`src/design/sfe_pkg.sv`:
```
// shared constants and types of the stereo feedback echo
package sfe_pkg;

   localparam int MEM_DEPTH      = 65536;
   localparam int ADDR_BITS      = $clog2(MEM_DEPTH);
   localparam int SAMPLE_BITS    = 16;
   localparam int GAIN_BITS      = 16;
   localparam int FRAC_BITS      = GAIN_BITS - 1;
   localparam int DELAY_BITS     = ADDR_BITS + 1;

   localparam logic [DELAY_BITS-1:0] DELAY_RESET = DELAY_BITS'(4800);
   localparam logic [GAIN_BITS-1:0]  GAIN_RESET  = GAIN_BITS'(16384);

   localparam int QUEUE_DEPTH    = 4;
   localparam int QUEUE_PTR_BITS = $clog2(QUEUE_DEPTH);
   localparam int OUT_DEPTH      = 2;
   localparam int OUT_PTR_BITS   = $clog2(OUT_DEPTH);

   localparam int CSR_ADDR_BITS  = 3;
   localparam int CSR_DATA_BITS  = 32;

   typedef enum logic {
      REG_DELAY_LENGTH  = 1'b0,
      REG_FEEDBACK_GAIN = 1'b1
   } reg_index_type;

   typedef logic signed [SAMPLE_BITS-1:0] sample_type;
   typedef logic signed [GAIN_BITS-1:0]   gain_type;

   typedef struct packed {
      sample_type left;
      sample_type right;
   } pair_type;

   typedef struct packed {
      pair_type              dry;
      logic [ADDR_BITS-1:0]  rd_addr;
      logic [ADDR_BITS-1:0]  wr_addr;
      logic                  written;
   } desc_type;

endpackage

```
`src/design/sfe_front.sv`:
```
// front end: accepts sample pairs and works out the delay line addresses
module sfe_front (
   input  logic                            clock,
   input  logic                            reset,
   input  logic                            push,
   output logic                            full,
   input  logic [sfe_pkg::DELAY_BITS-1:0]  delay_length,
   input  logic                            q_full,
   output logic                            q_push,
   output sfe_pkg::desc_type               q_desc,
   input  sfe_pkg::sample_type             left_in,
   input  sfe_pkg::sample_type             right_in
);

   logic [sfe_pkg::ADDR_BITS-1:0]  wr_pos_ff;
   logic [sfe_pkg::ADDR_BITS-1:0]  wr_pos_in;
   logic                           wrapped_ff;
   logic                           wrapped_in;
   logic [sfe_pkg::DELAY_BITS-1:0] delay_eff;
   logic [sfe_pkg::ADDR_BITS-1:0]  rd_addr;
   logic                           accept;

   // zero acts as one, anything past the depth acts as the depth
   always_comb begin
      if (delay_length == '0) begin
         delay_eff = sfe_pkg::DELAY_BITS'(1);
      end else if (delay_length > sfe_pkg::DELAY_BITS'(sfe_pkg::MEM_DEPTH)) begin
         delay_eff = sfe_pkg::DELAY_BITS'(sfe_pkg::MEM_DEPTH);
      end else begin
         delay_eff = delay_length;
      end
   end

   assign rd_addr = wr_pos_ff - delay_eff[sfe_pkg::ADDR_BITS-1:0];
   assign accept  = push && !q_full;
   assign full    = q_full;
   assign q_push  = accept;

   always_comb begin
      q_desc.dry.left  = left_in;
      q_desc.dry.right = right_in;
      q_desc.rd_addr   = rd_addr;
      q_desc.wr_addr   = wr_pos_ff;
      // fill count: below the write position or after the first wrap
      q_desc.written   = wrapped_ff || (rd_addr < wr_pos_ff);
   end

   always_comb begin
      wr_pos_in  = wr_pos_ff;
      wrapped_in = wrapped_ff;
      if (accept) begin
         wr_pos_in = wr_pos_ff + 1'b1;
         if (wr_pos_ff == sfe_pkg::ADDR_BITS'(sfe_pkg::MEM_DEPTH - 1)) begin
            wrapped_in = 1'b1;
         end
      end
   end

   always_ff @(posedge clock) begin
      if (reset) begin
         wr_pos_ff  <= '0;
         wrapped_ff <= 1'b0;
      end else begin
         wr_pos_ff  <= wr_pos_in;
         wrapped_ff <= wrapped_in;
      end
   end

endmodule

```
`config.mk`:
```
export PLATFORM = sky130hd
export DESIGN_NAME = sfe_front
export DESIGN_NICKNAME = d
export VERILOG_FILES = /design/src/design/sfe_pkg.sv /design/src/design/sfe_front.sv
export SDC_FILE = /design/constraint.sdc
export NUM_CORES = 1
export LEC_CHECK = 0
export ABC_AREA = 0
export BUFFER_PORTS_ARGS = -buffer_cell sky130_fd_sc_hd__buf_2
export CAP_MARGIN = 20
export CORE_ASPECT_RATIO = 0.9
export CORE_UTILIZATION = 45
export CTS_CLUSTER_SIZE = 40
export DETAILED_ROUTE_END_ITERATION = 10
export PLACE_DENSITY = 0.79
export SLEW_MARGIN = 0
export SYNTH_ARGS = -nofsm -noshare
export SYNTH_HDL_FRONTEND = slang
export SYNTH_SLANG_ARGS = --single-unit
```
`constraint.sdc`:
```
create_clock -name clock -period 6.42 [get_ports clock]
set_input_delay 1.284 -clock clock [delete_from_list [all_inputs] [get_ports clock]]
set_output_delay 1.284 -clock clock [all_outputs]
set_load 0.01 [all_outputs]
```
Word-level counts from Yosys, hierarchy flattened
Index checks and enable logic that the tools add are counted.
{"block": "word_totals", "ff_bits": 17, "output_inout_bits": 67}
{"block": "op_classes", "n_mux": 2, "order_cmp": 2, "reduce_logical": 5, "n_addsub": 2, "n_eq_ne": 1}
{"cell": "$mux 16", "count": 2}
{"cell": "$gt 17x17->1 const B", "count": 1}
{"cell": "$logic_not 17->1", "count": 1}
{"cell": "$add 16x1->16 const B", "count": 1}
{"cell": "$eq 16x16->1 const B", "count": 1}
{"cell": "$lt 16x16->1", "count": 1}
{"cell": "$sub 16x16->16", "count": 1}
{"cell": "$reduce_and 2->1", "count": 1}
{"cell": "$logic_and 1x1->1", "count": 1}
{"cell": "$logic_not 1->1", "count": 1}
{"cell": "$logic_or 1x1->1", "count": 1}

Depth between registers and ports, before layout
Gate-level depths: netlist of run 1.
{"block": "logic_depth", "depth_word": 6, "mapped_depth": 18, "ltp_nobuf": 18}

Least setup slack after synthesis of run 1
OpenSTA, ideal clock, no wires.
{"block": "synth_path", "kind": "input-to-output", "from": "input port delay_length[5] in the netlist's numbering", "to": "output port q_desc[0] in the netlist's numbering", "slack_ns": 0.504, "t_arrival_ns": 4.632, "path_buffers": 0, "stages": 18, "t_required_ns": 5.136, "path_cell_list": "nor4_1 nand4_1 a21oi_1 ha_1 inv_1 fa_1 a21o_2 a311oi_2 o21ai_2 a221o_1 a21oi_2 xnor2_1 ha_1 a21o_1 a21o_1 a21oi_1 nor2_1 a21oi_1"}
{"element": "start, declared", "line": "sfe_front.sv:7", "source": "input logic [sfe_pkg::DELAY_BITS-1:0] delay_length,"}
{"element": "end, declared", "line": "sfe_front.sv:10", "source": "output sfe_pkg::desc_type q_desc,"}

==> results.yml, run 1 <==
logic_synthesis:
  synthFlopType: "dfxtp_1"
  yosys-top-cells-area: "ha_1, dfxtp_1, buf_4"
  synthDistinctLibCells: 41
  synth_largest_area_cell: "ha_1"
  synth.ff_latch_count: 17
  synth_top_area_share_pct: 18.8
  ys_async_sr_fraction_pct: 0
  syn_nets: 366
  syn_avg_cell_area_sq_um: 7.62
  ys_seq_area_share_pct: 15.9
  synth_edf_count: 0
  ys_warn_count: 0
  netlist_instances: 280
  synth_area_sq_um: 2130
routing:
  firstDrtPassIters: 4
  drt-wirelength-per-cell_um: 14.1
  drc_errors: 0
  first_iter_violations: 140
  drt_wl_total_um: 5190
  drtAntennaViolNets: 0
  viasPerCell: 5.26
  vias: 1929
final_layout:
  multi_input_area_sq_um: 1500
  fin_cells: 367
  fill_cells: 455
  ff_latch_area_sq_um: 340
  final_util_pct: 52.1
  drive_above_1_share_pct: 25.6
  nNetsFinal: 392
  diodes: 0
  area_delta_synth_final_pct: 10.3
timing:
  slew_headroom_pct: 65.5
  fmax_ghz: 0.162
  worst_pin_slew_ns: 0.514
  skew_ns: 0.00197
  period_share_pct: 96.2
  rsz0062_at_grt: "no"
  setup_viol: 0
  period_needed_ns: 6.17
  hold_viol_final: 0
  slew_violations: 0
setup_path:
  worst_ep_required_time_ns: 5.14
  crit_chain: "buf_2 > nor4_4 > nand4_1 > a21oi_2 > ha_1 > inv_1 > fa_2 > a21o_2 > a311oi_4 > o21ai_2 > and3_2 > o31a_1 > ha_1 > a21o_1 > a21oi_2 > o211ai_1 > a21oi_1 > buf_2"
  endpoint_kind: "primary output"
  cpMaxStageDelayCell: "fa_2"
  cp.arrival_ns: 4.89
  start_kind: "input pin"
  worstPathMaxFanout: 3
  cp_num_buf_inv: 3
  crit_family: "compound AO/OA/AOI/OAI gates"
  slowest_delay_ns: 0.35
  worst-setup-path-type: "in2out"
floorplan:
  initial_core_util_pct: 47.2
  die_h_um: 67.3
  io_pins: 120
  core_sq_um: 4520
  num_rows: 23
  die_area_sq_um: 5020
  fp.dieW_um: 74.6
clock_network:
  root_buffer: "clkbuf_8"
  numCtsBuffers: 3
  cts_hold_buf: 0
  clk_path_buf_depth: 2
  cts_sinks: 17
  htree_num_levels: 1
  worstSkewPairLatency_ns: 0.24
  cts_tree: "yes"
  clk_pin_slew_worst_paths_ns: 0.06
grt:
  grt_pass1_wl_um: 8040
  grtUsageTotal_pct: 21.1
  grt_max_degree: 18
  antenna_found_initial: 0
  grt_pass1_vias: 1697
  gr-total-overflow: 0
pwr:
  power_w: 0.000301
  powerDensity_nw_per_um2: 128
  ir_worst_vdd_mv: 0.0948
  p_leak_nw: 1.11
worst_hold_path:
  hp-class: "reg2reg"
status:
  status: "finished, final reports clean"
placed_design:
  post-place-cells: 360
  hpwl_um: 4290
  globalplace.congestion: 0.921
  port_buffers: 55
flow_run:
  max_cap_violations: 0
[Yosys cell counts, types with 3 or more instances]
library cell	number
buf_4	33
ha_1	32
nand2_1	29
nor2_1	26
xnor2_1	26
inv_1	23
a21oi_1	19
dfxtp_1	17
a21o_1	10
nand3_1	10
nand4_1	7
nor4_1	4
o21ai_0	4
clkbuf_1	3
nor2b_1	3
xor2_1	3
[state kept, by name, indices dropped and copies added (netlist names)]
| name | flops |
|---|---|
| wrapped_ff | 1 |
| wr_pos_ff | 16 |
[layout by cell type (no fill, tap or decap), types with 2 or more instances in the layout]
master     n
inv_1     23
buf_2     55
nor2_1    25
a21oi_1   16
a211oi_1   2
nand4_1    7
buf_4      4
nor2b_1    3
clkbuf_8   3
nand3_1   10
and4_1     2
xnor2_1   25
a21oi_2    4
o31a_1     2
nand2_1   28
a21o_1    10
nor4_1     2
dfxtp_1   17
xor2_1     3
o211ai_1   2
ha_1      32
o21bai_1   2
and3_1     2
o21ai_0    4
[worst paths after layout]
check,startpoint,end,slack [ns],cells after the start
max,delay_length[2],q_desc[0],0.25,18
min reg2reg,wrapped_ff,wrapped_ff,0.57,3
max reg2reg,wr_pos_ff[3],wrapped_ff,4.60,6
min,wrapped_ff,wrapped_ff,0.57,3
[layout make-up]
type / count / share of cell area [%]
multi-input cells: 202 / 63.7
flip-flops and latches: 17 / 14.5
repair buffers: 59 / 13.0
inverters: 23 / 3.67
well taps: 62 / 3.29
clock buffers: 4 / 1.91
[where the power goes]
| part | total [W] | internal, W | switching [W] |
|---|---|---|---|
| sequential | 0.000108 | 0.000106 | 0.00000182 |
| clock | 0.0000776 | 0.0000439 | 0.0000337 |
| combinational | 0.000115 | 0.0000506 | 0.0000644 |
| total | 0.000301 | 0.000201 | 0.0000999 |
[stage by stage]
| step | cell area [sq um] | worst slack, ns | setup TNS (ns) | hold WS [ns] |
|---|---|---|---|---|
| after detailed placement | 2220 | -0.0951 | -0.0951 | 0.559 |
| final | 2350 | 0.246 | 0 | 0.574 |
| after floorplan | 2130 | 0.504 | 0 | 0.531 |
| after global placement | 2220 | -0.0600 | -0.0600 | 0.554 |
| after CTS | 2280 | 0.0587 | 0 | 0.571 |
| after global routing | 2350 | 0.00933 | 0 | 0.611 |
[per-layer routing]
metal / global-route usage [%] / share of wire [%] / wire length [um] / vias to the layer above
met1: 29.7 / 46 / 2390 / 867
met3: 4.18 / 9.9 / 514 / 10
met5: 0 / 0 / 0 / -
met2: 32.2 / 42 / 2200 / 70
li1: - / - / - / 982
met4: 6.60 / 1.5 / 78 / 0
[cells by family (layout without fill, tap and decap cells)]
group	after synthesis	after routing	share of synthesized area [%]
xor+xnor	29	29	11.9
buf+inv	61	86	16.9
simple gates	88	88	19.2
flops	17	17	15.9
compound gates	52	52	16.4
fa+ha+maj	33	33	19.7
[repair_timing]
action                                 4_1_cts  5_1_grt
pin swaps                                    0       10
setup buffers                                0        3
gates resized for setup                      2       10
setup endpoints to repair                    1        1
endpoints found under the hold margin        0        0
[worst reg2reg max path, stage by stage, from the launching register on]
cell,delay (ns)
dfxtp_1,0.50
and4_1,0.31
and4_1,0.26
and3_1,0.23
nand3_1,0.13
o31a_1,0.27
nor2_1,0.07
No activity file was read; power rests on OpenSTA's default activity.
==> run 2: changes to the inputs <==
--- a/config.mk
+++ b/config.mk
@@ -9,10 +9,11 @@
 export BUFFER_PORTS_ARGS = -buffer_cell sky130_fd_sc_hd__buf_2
 export CAP_MARGIN = 20
 export CORE_ASPECT_RATIO = 0.9
-export CORE_UTILIZATION = 45
+export CORE_UTILIZATION = 49
 export CTS_CLUSTER_SIZE = 40
 export DETAILED_ROUTE_END_ITERATION = 10
-export PLACE_DENSITY = 0.79
+export PLACE_DENSITY = 0.86
+export RECOVER_POWER = 25
 export SLEW_MARGIN = 0
 export SYNTH_ARGS = -nofsm -noshare
 export SYNTH_HDL_FRONTEND = slang
==> constraint.sdc (replaced) <==
create_clock -name clock -period 7.6 [get_ports clock]
set_input_delay 1.52 -clock clock [delete_from_list [all_inputs] [get_ports clock]]
set_output_delay 1.52 -clock clock [all_outputs]
set_load 0.01 [all_outputs]
==> results.yml, run 2 (same netlist as run 1, synthesis figures left out) <==
pwr:
  p_sw_share_pct: 33.7
  comb_power_share_pct: 36.2
  seq_power_share_pct: 36.5
  powerDensity_nw_per_um2: 112
  ir_worst_vdd_mv: 0.0636
  p_leak_nw: 1.01
  cell_internal_pwr_w: 0.000165
  switching_power_w: 0.0000842
  pwr-share-clk_pct: 27.3
clock_network:
  cts_sinks: 17
  cts_tree: "yes"
  root_buffer: "clkbuf_8"
  cts_resized: 0
  numCtsBuffers: 3
  clk_pin_slew_worst_paths_ns: 0.07
  cts_hold_buf: 0
  clk_path_buf_depth: 2
  worstSkewPairLatency_ns: 0.25
  htree_num_levels: 1
  cts_setup_buffers: 0
setup_path:
  ff2ff_path_depth: 5
  worstPathMaxFanout: 3
  endpoint_kind: "primary output"
  worst_r2r_endpoint: "wr_pos_ff[15]"
  worst_ep_required_time_ns: 6.08
  start_kind: "input pin"
  cp.arrival_ns: 5.69
  worst-setup-path-type: "in2out"
  rr_startpoint: "wr_pos_ff[1]"
  r2r_slack_ns: 5.67
routing:
  drt_wl_total_um: 5120
  drtAntennaViolNets: 0
  first_iter_violations: 92
  drc_errors: 0
  viasPerCell: 5.66
  vias: 1976
  firstDrtPassIters: 4
  drt-wirelength-per-cell_um: 14.7
final_layout:
  nNetsFinal: 388
  largest_reg_flops: 16
  top_regs: "wr_pos_ff x16, wrapped_ff x1"
  fin_cells: 349
  diodes: 0
  drive_above_1_share_pct: 15.9
  mostFrequentLayoutCell: "buf_2"
  largest-register: "wr_pos_ff"
  final_util_pct: 53.8
  area_delta_synth_final_pct: 3.99
  layout_common_cells: "buf_2, ha_1, nand2_1"
floorplan:
  core_sq_um: 4130
  num_rows: 22
  die_area_sq_um: 4620
  die_h_um: 64.6
  io_pins: 120
  initial_core_util_pct: 51.7
  fp.dieW_um: 71.6
timing:
  period_share_pct: 94.9
  rsz0062_at_grt: "no"
  setup_viol: 0
  skew_ns: 0.00376
  slew_headroom_pct: 40.1
  worst_pin_slew_ns: 0.891
  period_needed_ns: 7.21
  fmax_ghz: 0.139
  finalSetupTns_ns: 0
  slew_violations: 0
  hold_viol_final: 0
grt:
  gr-total-overflow: 0
  grt_max_degree: 18
  grtUsageTotal_pct: 23.4
  antenna_found_initial: 0
  grt_pass1_vias: 1904
  grt_pass1_wl_um: 8510
worst_hold_path:
  worstHoldPathCells: 3
  hold_start: "wrapped_ff"
  hold_end: "wrapped_ff"
  hp-class: "reg2reg"
status:
  status: "finished, final reports clean"
placed_design:
  hpwl_um: 4260
  port_buffers: 55
  globalplace.congestion: 0.900
  post-place-cells: 345
flow_run:
  max_cap_violations: 0
run 2: cell count changes in the layout (fill, tap and decap cells not counted), moves of 2 or more:
cell      before  now
a21oi_1       16   19
nor4_1         2    4
buf_4          4    0
a21oi_2        4    1
buf_2         55   39
clkbuf_1       1   16
run 2: worst max path at each step:
stage               startpoint  slack, ns  cells after the start        end
4_1_cts        delay_length[2]       0.39                     20  q_desc[0]
2_1_floorplan  delay_length[5]       1.21                     18  q_desc[0]
3_5_place_dp   delay_length[2]       0.39                     20  q_desc[0]
5_1_grt        delay_length[2]       0.11                     20  q_desc[0]
6_report       delay_length[2]       0.39                     20  q_desc[0]
3_3_place_gp   delay_length[2]       0.44                     20  q_desc[0]
run 2: metrics by stage:
step           cell area, sq um  setup slack [ns]  hold WS, ns  total power (W)
4_1_cts                    2240             0.390        0.567         0.000252
6_report                   2220             0.385        0.565         0.000250
5_1_grt                    2220             0.111        0.620         0.000269
3_5_place_dp               2200             0.394        0.556         0.000183
2_1_floorplan              2130              1.21        0.531         0.000170
3_3_place_gp               2200             0.443        0.560         0.000180
run 2: per-layer routing:
metal  GRT usage (%)  share of wire, %  wire length [um]
met5               0                 0                 0
met3            2.49               5.4               278
met2            39.0                45              2300
met1            31.7                48              2450
met4            7.60               1.8                93
run 2: worst max-delay path, stage by stage:
cell	delay (ns)
buf_2	0.11
nor4_1	0.41
nand4_1	0.17
a21oi_1	0.37
ha_1	0.30
inv_1	0.07
fa_1	0.40
a21o_2	0.23
a311oi_2	0.35
o21ai_2	0.13
a221o_1	0.39
a21oi_2	0.15
xnor2_1	0.10
ha_1	0.19
a21o_1	0.17
a21o_1	0.16
a21oi_1	0.13
nor2_1	0.05
a21oi_1	0.13
buf_2	0.15
run 2: cell type report:
| class | count | area (sq um) |
|---|---|---|
| Multi-Input combinational cell | 202 | 1430 |
| Timing Repair Buffer | 55 | 255 |
| Clock buffer | 3 | 41.3 |
| Clock inverter | 1 | 7.51 |
| Fill cell | 400 | 1910 |
| Sequential cell | 17 | 340 |
| Inverter | 23 | 86.3 |
| Tap cell | 48 | 60.1 |
run 2: power groups by stage:
stage / clock (W) / sequential (W) / combinational, W
floorplan: 0 / 0.0000930 / 0.0000772
global placement: 0 / 0.0000930 / 0.0000872
detailed placement: 0 / 0.0000931 / 0.0000898
CTS: 0.0000712 / 0.0000910 / 0.0000903
global route: 0.0000765 / 0.0000912 / 0.000101
finish: 0.0000682 / 0.0000910 / 0.0000904
