[src/design/sfe_pkg.sv]
// shared constants and types of the stereo feedback echo
package sfe_pkg;

   localparam int MEM_DEPTH      = 65536;
   localparam int ADDR_BITS      = $clog2(MEM_DEPTH);
   localparam int SAMPLE_BITS    = 16;
   localparam int GAIN_BITS      = 16;
   localparam int FRAC_BITS      = GAIN_BITS - 1;
   localparam int DELAY_BITS     = ADDR_BITS + 1;

   localparam logic [DELAY_BITS-1:0] DELAY_RESET = DELAY_BITS'(4800);
   localparam logic [GAIN_BITS-1:0]  GAIN_RESET  = GAIN_BITS'(16384);

   localparam int QUEUE_DEPTH    = 4;
   localparam int QUEUE_PTR_BITS = $clog2(QUEUE_DEPTH);
   localparam int OUT_DEPTH      = 2;
   localparam int OUT_PTR_BITS   = $clog2(OUT_DEPTH);

   localparam int CSR_ADDR_BITS  = 3;
   localparam int CSR_DATA_BITS  = 32;

   typedef enum logic {
      REG_DELAY_LENGTH  = 1'b0,
      REG_FEEDBACK_GAIN = 1'b1
   } reg_index_type;

   typedef logic signed [SAMPLE_BITS-1:0] sample_type;
   typedef logic signed [GAIN_BITS-1:0]   gain_type;

   typedef struct packed {
      sample_type left;
      sample_type right;
   } pair_type;

   typedef struct packed {
      pair_type              dry;
      logic [ADDR_BITS-1:0]  rd_addr;
      logic [ADDR_BITS-1:0]  wr_addr;
      logic                  written;
   } desc_type;

endpackage

[src/design/sfe_desc_queue.sv]
// short queue of work descriptors between front and back
module sfe_desc_queue (
   input  logic              clock,
   input  logic              reset,
   input  logic              push,
   input  sfe_pkg::desc_type push_desc,
   output logic              full,
   input  logic              pop,
   output sfe_pkg::desc_type pop_desc,
   output logic              empty
);

   sfe_pkg::desc_type                 entry_ff [sfe_pkg::QUEUE_DEPTH];
   logic [sfe_pkg::QUEUE_PTR_BITS-1:0] wr_ptr_ff;
   logic [sfe_pkg::QUEUE_PTR_BITS-1:0] rd_ptr_ff;
   logic [sfe_pkg::QUEUE_PTR_BITS:0]   count_ff;
   logic [sfe_pkg::QUEUE_PTR_BITS:0]   count_in;

   assign full     = count_ff == (sfe_pkg::QUEUE_PTR_BITS + 1)'(sfe_pkg::QUEUE_DEPTH);
   assign empty    = count_ff == '0;
   assign pop_desc = entry_ff[rd_ptr_ff];

   always_comb begin
      count_in = count_ff;
      if (push && !pop) begin
         count_in = count_ff + 1'b1;
      end else if (pop && !push) begin
         count_in = count_ff - 1'b1;
      end
   end

   always_ff @(posedge clock) begin
      if (push) begin
         entry_ff[wr_ptr_ff] <= push_desc;
      end
   end

   always_ff @(posedge clock) begin
      if (reset) begin
         wr_ptr_ff <= '0;
         rd_ptr_ff <= '0;
         count_ff  <= '0;
      end else begin
         if (push) begin
            wr_ptr_ff <= wr_ptr_ff + 1'b1;
         end
         if (pop) begin
            rd_ptr_ff <= rd_ptr_ff + 1'b1;
         end
         count_ff <= count_in;
      end
   end

endmodule

[config.mk]
export PLATFORM = sky130hd
export DESIGN_NAME = sfe_desc_queue
export DESIGN_NICKNAME = d
export VERILOG_FILES = /design/src/design/sfe_pkg.sv /design/src/design/sfe_desc_queue.sv
export SDC_FILE = /design/constraint.sdc
export NUM_CORES = 1
export LEC_CHECK = 0
export BUFFER_PORTS_ARGS = -buffer_cell sky130_fd_sc_hd__buf_2
export CORE_UTILIZATION = 50
export CTS_BUF_LIST = sky130_fd_sc_hd__clkbuf_4
export CTS_CLUSTER_SIZE = 30
export DETAILED_ROUTE_END_ITERATION = 16
export PLACE_DENSITY_LB_ADDON = 0.08
export SLEW_MARGIN = 5
export SYNTH_ARGS = -nofsm -noshare
export SYNTH_HDL_FRONTEND = slang
export SYNTH_SLANG_ARGS = --single-unit
[constraint.sdc]
create_clock -name clock -period 4.5 [get_ports clock]
set_clock_uncertainty 0.1 [all_clocks]
set_input_delay 0.225 -clock clock [delete_from_list [all_inputs] [get_ports clock]]
set_output_delay 0.225 -clock clock [all_outputs]
set_load 0.005 [all_outputs]
==> Word level (Yosys, flattened, before mapping) <==
Memory sizes are Yosys's and may differ from the RTL's. A register that Yosys moved wholly into a read port is not among the register bits.
Index checks and enable logic that the tools add are counted.
{ "word_totals": {"out_inout_bits": 67, "mem_bits_rw": 260, "input_bits": 69, "n_memories": 1, "reg_bits": 7} }
{ "memory_table": {"columns": ["memory", "depth", "width", "rd", "rd_ports_with_merged_regs", "wr", "line", "rtl"], "rows": [
  ["entry_ff", 4, 65, 1, 1, 1, "sfe_desc_queue.sv:13", "sfe_pkg::desc_type entry_ff [sfe_pkg::QUEUE_DEPTH];"]
]} }
{ "op_classes": {"n_reduce_logical": 6, "n_mux": 6, "add_sub_neg": 4, "eq_ne": 1} }
{ "ops": {"columns": ["operator", "count"], "rows": [
  ["$mux 3", 2],
  ["$add 2x1->2 const B", 2],
  ["$mux 2", 2],
  ["$add 3x1->3 const B", 1],
  ["$eq 3x3->1 const B", 1],
  ["$logic_not 3->1", 1],
  ["$sub 3x1->3 const B", 1],
  ["$logic_and 1x1->1", 2],
  ["$logic_not 1->1", 2],
  ["$mux 1", 2],
  ["$reduce_bool 2->1", 1]
]} }

==> Logic depth before layout (Yosys ltp) <==
Gate-level depths: netlist of run 1.
{ "logic_depth": {"ltp_word": 4, "depth_mapped": 7} }

==> Worst setup path after synthesis of run 1 <==
OpenSTA, ideal clock, no wires.
{ "synth_timing": {"path_type": "register to register", "from": "reg wr_ptr_ff[0] (netlist bit)", "to": "mem entry_ff[0][0] (netlist bit), enable pin", "arrival_ns": 2.070, "setup_ns": 0.430, "synth_period_minus_slack_ns": 2.600, "path_slack_ns": 1.900, "stages_incl_launch_ff": 4, "cell_sequence": "dfxtp_1 > inv_1 > ha_1 > and2_1"} }
{ "synth_rtl": {"columns": ["item", "line", "rtl"], "rows": [
  ["start: declaration", "sfe_desc_queue.sv:14", "logic [sfe_pkg::QUEUE_PTR_BITS-1:0] wr_ptr_ff;"],
  ["start signal: assignment", "sfe_desc_queue.sv:45", "wr_ptr_ff <= wr_ptr_ff + 1'b1;"],
  ["end: declaration", "sfe_desc_queue.sv:13", null]
]} }
Straight into the memory's write port.

==> results.toml, run 1 <==
[cells_and_area]
layout_common_cells = "edfxtp_1, buf_2, clkbuf_4, dlygate4sd3_1, mux4_2"
nets = 719
n_fill_cell = 1348
final_common_cell = "edfxtp_1"
drive_gt1_share_pct = 45.7
syn_to_final_growth_pct = 24.4

[routing]
wl_met3_mm = 1.09
drcViolationCount = 0
drt_iter0_markers = 195
wl_met2_mm = 9.23
first_pass_iters = 4
viasPerCell = 5.07
wl_per_cell_um = 18.6
maxUsedRoutingLayer = "met4"
drt-met1-wl_mm = 7.05
wl_mm = 17.7
antenna_left = 0
num_vias = 4820

[timing]
fin_tns_setup_ps = 0
finalSetupViolations = 0
fmax_mhz = 331
finalCritPeriodShare_pct = 67.1
slew_violations = 0
period_minus_slack_ps = 3020
worst_pin_slew_ps = 1030
rsz0062_at_grt = "false"
hold_viol = 0
slew_headroom_pct = 31.5

[power]
power.total_mw = 5.41
vdd_drop_max_mv = 0.280
p_leak_nw = 4.29
powerDensity_nw_per_um2 = 441

[worst_setup_path]
cp.required_ps = 4180
critical_path_peak_fanout = 44
crit_arrival_ps = 2690
worstSetupPathType = "reg -> out"
cp-end-kind = "output pin"
crit_path_start_kind = "flop"

[synthesis]
syn_area_per_cell_um2 = 25.7
synth-seq-cells = 269
syn_inst = 383
synth.distinct_cells = 22
syn_nets = 458
synth_area_um2 = 9850
yosysSeqAreaShare_pct = 81.1
yosysWarnings = 0

[floorplanning]
dieArea_um2 = 20300
rows = 50
die_y_um = 142
coreArea_um2 = 19000
io_pins = 136
die_width_um = 142
initial_core_util_pct = 51.8

[status]
status = "completed"

[grt]
antenna_found_initial = 1
grt_max_degree = 66
grt_pass1_vias = 5434
grt.total_usage_pct = 18.3
grt_overflow_total = 0
grt_first_pass_wirelength_mm = 27.1

[place]
hpwl_mm = 9.31
gp_congestion = 0.725
portBuffers = 135

[clock_tree]
cts_max_level = 3
ctsResizeCount = 0
clkTransAtPathRegs_ps = 70
tritoncts = "built"
cts_buffer_depth = 3
clk_latency_ps = 630
cts_root_buf = "clkbuf_4"
cts.sinks = 269
cts_buffers = 68

[run]
drv_cap = 0

[min_path]
hold_class = "in -> reg"
critical path: stages (launching register included):
cell     delay, ps
dfxtp_4        960
buf_4          400
mux4_2         540
buf_2          140
metal layers:
layer	GRT usage, %	vias up
met4	8.49	0
met1	20.8	2453
met2	31.4	147
met3	5.82	22
li1	-	2198
met5	0	-
final cells by class:
cell class | count | area (µm²) | share of cell area, %
Antenna cell | 1 | 2.50 | 0.0204
Tap cell | 260 | 325 | 2.65
Inverter | 4 | 15.0 | 0.122
Clock inverter | 14 | 80.1 | 0.653
Sequential cell | 269 | 8000 | 65.2
Timing Repair Buffer | 206 | 1380 | 11.3
Multi-Input combinational cell | 95 | 1700 | 13.9
Clock buffer | 101 | 758 | 6.18
cells by family (layout without fill, tap and decap cells):
| group | after synthesis | count (layout) | synth area share, % |
|---|---|---|---|
| flip-flops | 269 | 269 | 81.1 |
| other | 0 | 1 | 0 |
| buffers and inverters | 19 | 325 | 1.74 |
| AO/OA/AOI/OAI | 2 | 2 | 0.101 |
| XOR/XNOR | 5 | 5 | 0.445 |
| adder cells (fa/ha/maj) | 6 | 6 | 0.838 |
| AND/OR/NAND/NOR | 15 | 15 | 0.749 |
| multiplexers | 67 | 67 | 15.1 |
what timing repair did:
item | CTS | global route
endpoints found under the hold margin | 269 | 0
setup buffers | 0 | 0
hold buffers | 69 | 0
stage by stage:
stage / instances / worst slack (ps) / utilization [%] / cell area [µm²] / hold slack (ps)
final: 950 / 1480 / 64.5 / 12300 / 239
after global routing: 950 / 1200 / 64.5 / 12300 / 188
after CTS: 949 / 1310 / 64.5 / 12300 / 176
after detailed placement: 765 / 2030 / 56.4 / 10700 / 341
after global placement: 765 / 2030 / 56.4 / 10700 / 333
after floorplan: 383 / 1900 / - / 9850 / 224
flip-flops by register name, indices dropped and copies added (netlist names), named ones only:
register   cells
rd_ptr_ff      2
count_ff       3
entry_ff     260
wr_ptr_ff      2
path summary, 6_finish.rpt:
kind                                                 from                   endpoint  slack [ps]  cells after the start
worst max-delay path                                 flop               pop_desc[54]        1480                      3
worst max register to register  wr_ptr_ff[0]$_SDFFE_PP0P_  entry_ff[0][19]$_DFFE_PP_        2550                      3
worst min-delay path                        push_desc[54]  entry_ff[0][54]$_DFFE_PP_         240                      2
worst min register to register   count_ff[2]$_SDFFE_PP0P_   count_ff[2]$_SDFFE_PP0P_         410                      2
cell usage after synthesis:
cell type  count  area share, %
fa_1           1           0.20
edfxtp_1     260             79
o21ai_0        1          0.051
or3_1          1          0.064
and2_1         4           0.25
nor2_1         7           0.27
a21oi_1        1          0.051
buf_6          1           0.11
mux4_2        65             15
mux2i_1        2           0.20
clkbuf_1       2          0.076
nor3b_1        1          0.076
buf_2          6           0.30
xnor2_1        2           0.18
buf_4          1          0.076
dfxtp_1        9            1.8
inv_1          4           0.15
buf_12         5            1.0
ha_1           5           0.63
xor2_1         3           0.27
nor3_1         1          0.051
nand2_1        1          0.038
report_power, final:
part / total [mW] / internal (mW) / switching, mW
logic: 0.477 / 0.272 / 0.205
registers: 2.95 / 2.88 / 0.0744
clock network: 1.98 / 1.08 / 0.900
Power figures use the tool's default switching activity.
==> run 2: changes to the inputs <==
clock period = 2.7 ns   (was 4.5 ns; I/O delays follow)
==> results.toml, run 2 (synthesis gave the netlist of run 1 again) <==
[floorplanning]
initial_core_util_pct = 51.8
die_y_um = 142
rows = 50
dieArea_um2 = 20300
die_width_um = 142
coreArea_um2 = 19000
io_pins = 136

[clock_tree]
cts_buffers = 68
clkTransAtPathRegs_ps = 70
cts_max_level = 3
cts.sinks = 269
clk_latency_ps = 600
cts_buffer_depth = 3
tritoncts = "built"
cts_root_buf = "clkbuf_4"

[routing]
drcViolationCount = 0
num_vias = 4947
first_pass_iters = 4
drt_iter0_markers = 277
wl_mm = 18.1
wl_per_cell_um = 18.7
viasPerCell = 5.13
antenna_left = 0

[worst_setup_path]
cp_cell_sequence = "buf_4, mux4_2, buf_2"
rr_startpoint = "wr_ptr_ff[0]$_SDFFE_PP0P_"
cp.required_ps = 2470
r2r_setup_slack_ps = 940
crit_path_start_kind = "flop"
crit_arrival_ps = 2240
worstSetupPathType = "reg -> out"
cp-end-kind = "output pin"
critPathSlowestCell = "dfxtp_4"
r2r-end = "entry_ff[0][43]$_DFFE_PP_"
critical_path_peak_fanout = 23
reg2reg_depth = 4
cpPeakStageDelay_ps = 670

[timing]
fmax_mhz = 403
fin_tns_setup_ps = 0
slew_violations = 0
worst_pin_slew_ps = 535
finalCritPeriodShare_pct = 91.8
hold_viol = 0
period_minus_slack_ps = 2480
rsz0062_at_grt = "false"
finalSetupViolations = 0
slew_headroom_pct = 64.3

[grt]
grt_pass1_vias = 5461
grt_overflow_total = 0
grt.met3_usage_pct = 6.22
grt_use_met2_pct = 30.8
grt.total_usage_pct = 18.9
antenna_found_initial = 1
busiest_layer = "met2"
grt.met1_usage_pct = 23.2
grt_first_pass_wirelength_mm = 28.4
grt_max_degree = 33

[cells_and_area]
syn_to_final_growth_pct = 26.6
final_common_cell = "edfxtp_1"
layout_common_cells = "edfxtp_1, buf_2, clkbuf_4, dlygate4sd3_1, mux4_2"
seq_area_um2 = 8000
nets = 733
reg_top3 = "entry_ff: 260 flops, count_ff: 3 flops"
largest-register = "entry_ff"
drive_gt1_share_pct = 47.3
n_fill_cell = 1349
fin_area_um2 = 12500
multi_input_area_um2 = 1700
largest_reg_flops = 260

[power]
p_leak_nw = 4.40
powerDensity_nw_per_um2 = 732
vdd_drop_max_mv = 0.562

[min_path]
hold_path_startpoint = "push_desc[35]"
hold_path_depth = 2
hold_class = "in -> reg"
hold_path_end = "entry_ff[3][35]$_DFFE_PP_"

[run]
drv_cap = 0

[place]
hpwl_mm = 10.5
place_area_um2 = 10900
portBuffers = 135
gp_congestion = 0.723

[status]
status = "completed"
[run 2: cell count changes in the layout (fill, tap and decap cells not counted)]
cell      delta
clkinv_1     -3
clkbuf_4     +4
buf_4        +7
buf_12       +7
[run 2: how the worst max path moves through the flow]
stage               cells after the start                       from                        to  slack (ps)
finish                                  3                       flop               pop_desc[0]         220
global route                            3                       flop               pop_desc[0]          40
CTS                                     3                       flop               pop_desc[0]         110
detailed placement                      3                       flop               pop_desc[0]         790
global placement                        3                       flop              pop_desc[54]         800
floorplan                               3  wr_ptr_ff[0]$_SDFFE_PP0P_  entry_ff[0][0]$_DFFE_PP_         100
[run 2: timing repair]
action	CTS	global route
buffers inserted	0	0
hold endpoints to repair	298	0
hold buffers	69	0
gates resized for setup	0	0
[run 2: routing by layer]
layer	up-vias	part of all wire (%)
li1	2231	-
met1	2547	42
met2	147	50
met3	22	6.8
met4	0	1.4
met5	-	0
[run 2: layout make-up]
type / instances / area share (%)
sequential: 269 / 64.1
multi-input combinational: 95 / 13.7
timing repair buffer: 220 / 12.6
clock buffer: 105 / 6.32
tap: 260 / 2.61
clock inverter: 11 / 0.552
inverter: 4 / 0.120
antenna: 1 / 0.0201
[run 2: report_power, final]
part           switching (mW)  internal, mW
Clock                    1.50          1.86
Sequential             0.0881          4.79
Combinational           0.396         0.492
Total                    1.99          7.14
[run 2: critical path, delay by kind of cell (launching register included)]
family | cells | cell delay [ps]
flip-flops | 1 | 670
multiplexers | 1 | 550
buffers and inverters | 2 | 430
[run 2: stage by stage]
| stage | std cells | power, mW | hold slack (ps) | utilization (%) | setup slack, ps |
|---|---|---|---|---|---|
| after floorplan | 383 | 5.42 | 134 | - | 100 |
| after global placement | 779 | 5.77 | 244 | 57.4 | 795 |
| after detailed placement | 779 | 5.80 | 253 | 57.4 | 792 |
| after CTS | 964 | 9.27 | 96.0 | 65.6 | 109 |
| after global routing | 965 | 9.56 | 111 | 65.6 | 39.2 |
| final | 965 | 9.13 | 168 | 65.6 | 222 |
==> run 3: changes to the inputs <==
CTS_BUF_LIST = sky130_fd_sc_hd__clkbuf_2   (was sky130_fd_sc_hd__clkbuf_4)
==> results.toml, run 3 (synthesis gave the netlist of run 1 again) <==
[status]
status = "completed"

[worst_setup_path]
cp-end-kind = "output pin"
worstSetupPathType = "reg -> out"
crit_arrival_ps = 2280
reg2reg_depth = 4
critPathSlowestCell = "dfxtp_4"
crit_family = "flip-flops"
r2r-end = "entry_ff[0][48]$_DFFE_PP_"
cp.required_ps = 2470
r2r_setup_slack_ps = 890
cp_cell_sequence = "buf_4, mux4_2, buf_2"
critical_path_peak_fanout = 13
rr_startpoint = "wr_ptr_ff[0]$_SDFFE_PP0P_"
crit_path_start_kind = "flop"
cpPeakStageDelay_ps = 560
critPathBufInv = 2

[timing]
period_minus_slack_ps = 2510
slew_headroom_pct = 64.4
finalCritPeriodShare_pct = 93.0
fin_tns_setup_ps = 0
worst_pin_slew_ps = 533
slew_violations = 0
finalSetupViolations = 0
rsz0062_at_grt = "false"
fmax_mhz = 398
hold_viol = 0

[min_path]
hold_class = "in -> reg"
hold_path_startpoint = "push_desc[7]"
hold_path_depth = 2
hold_path_end = "entry_ff[0][7]$_DFFE_PP_"

[power]
p_clk_share_pct = 30.7
sw_frac_of_total_pct = 23.8
p_leak_nw = 4.63
seq_power_share_pct = 57.7
vdd_drop_max_mv = 0.376
powerDensity_nw_per_um2 = 655
power_switching_mw = 2.01
power_frac_comb_pct = 11.6
intPower_mw = 6.43

[place]
portBuffers = 135
hpwl_mm = 10.5
dp_cells = 779
gp_congestion = 0.723

[clock_tree]
tritoncts = "built"
cts_max_level = 3
cts.sinks = 269
cts_buffer_depth = 3
clk_latency_ps = 750
cts_buffers = 67
ctsResizeCount = 0
clkTransAtPathRegs_ps = 90
cts_root_buf = "clkbuf_2"

[cells_and_area]
layout_common_cells = "edfxtp_1, dlygate4sd3_1, buf_2, clkbuf_2, mux4_2"
reg_top3 = "entry_ff: 260 flops, count_ff: 3 flops"
final_common_cell = "edfxtp_1"
nets = 800
syn_to_final_growth_pct = 30.7
final_cells = 1029
largest_reg_flops = 260
largest-register = "entry_ff"
drive_gt1_share_pct = 43.2

[routing]
drt_iter0_markers = 199
wl_per_cell_um = 18.4
wl_mm = 18.9
num_vias = 5190
viasPerCell = 5.04
antenna_left = 0
first_pass_iters = 4
drcViolationCount = 0

[grt]
grt_pass1_vias = 5757
grt.total_usage_pct = 19.9
grt_max_degree = 33
grt_first_pass_wirelength_mm = 29.7
grt_overflow_total = 0
antenna_found_initial = 1

[run]
drv_cap = 0

[floorplanning]
initial_core_util_pct = 51.8
dieArea_um2 = 20300
rows = 50
die_y_um = 142
io_pins = 136
coreArea_um2 = 19000
die_width_um = 142
[run 3: changes by cell type in the layout (fill, tap and decap cells not counted)]
cell           delta
inv_2             +1
clkbuf_2        +102
clkinv_1          -2
buf_8             +1
clkbuf_4        -105
dlygate4sd3_1    +67
[run 3: layer usage]
| metal | vias to the layer above | part of all wire, % | GRT usage [%] |
|---|---|---|---|
| li1 | 2360 | - | - |
| met1 | 2648 | 41 | 24.2 |
| met2 | 147 | 51 | 32.8 |
| met3 | 35 | 6.1 | 5.85 |
| met4 | 0 | 2.1 | 9.17 |
| met5 | - | 0 | 0 |
[run 3: repair_timing]
item                                   in CTS  in global routing
setup endpoints to repair                  23                  0
endpoints found under the hold margin     350                  0
hold buffers                              136                  0
buffers inserted                            1                  0
[run 3: how the worst max path moves through the flow]
| stage | from | end | slack, ps | cells past startpoint |
|---|---|---|---|---|
| finish | flop | pop_desc[0] | 190 | 3 |
| global route | flop | pop_desc[0] | 20 | 3 |
| CTS | flop | pop_desc[37] | 90 | 3 |
| detailed placement | flop | pop_desc[0] | 790 | 3 |
| global placement | flop | pop_desc[54] | 800 | 3 |
| floorplan | wr_ptr_ff[0]$_SDFFE_PP0P_ | entry_ff[0][0]$_DFFE_PP_ | 100 | 3 |
[run 3: through the flow]
step / area (µm²) / util, % / hold slack (ps) / power (mW) / worst slack, ps
2_1_floorplan: 9850 / - / 134 / 5.42 / 100
3_3_place_gp: 10900 / 57.4 / 244 / 5.77 / 795
3_5_place_dp: 10900 / 57.4 / 253 / 5.80 / 792
4_1_cts: 12900 / 67.7 / 8.38 / 8.56 / 86.7
5_1_grt: 12900 / 67.7 / 15.4 / 8.86 / 23.0
6_report: 12900 / 67.7 / 83.6 / 8.44 / 189
[run 3: cell type report]
| type | count | area, µm² |
|---|---|---|
| Sequential cell | 269 | 8000 |
| Fill cell | 1352 | 6140 |
| Timing Repair Buffer | 288 | 2260 |
| Multi-Input combinational cell | 95 | 1700 |
| Clock buffer | 102 | 510 |
| Tap cell | 260 | 325 |
| Clock inverter | 10 | 65.1 |
| Inverter | 4 | 15.0 |
| Antenna cell | 1 | 2.50 |
[run 3: worst register-to-register path: stages (launching register included)]
cell     delay [ps]
dfxtp_1         360
inv_1            90
ha_1            150
and2_4          420
buf_4           340
[run 3: power groups by stage]
stage               Clock [mW]  Sequential [mW]  Combinational [mW]
floorplan                    0             4.93               0.494
global placement             0             4.96               0.810
detailed placement           0             4.97               0.822
CTS                       2.70             4.87               0.998
global route              2.91             4.89                1.07
finish                    2.59             4.86               0.981
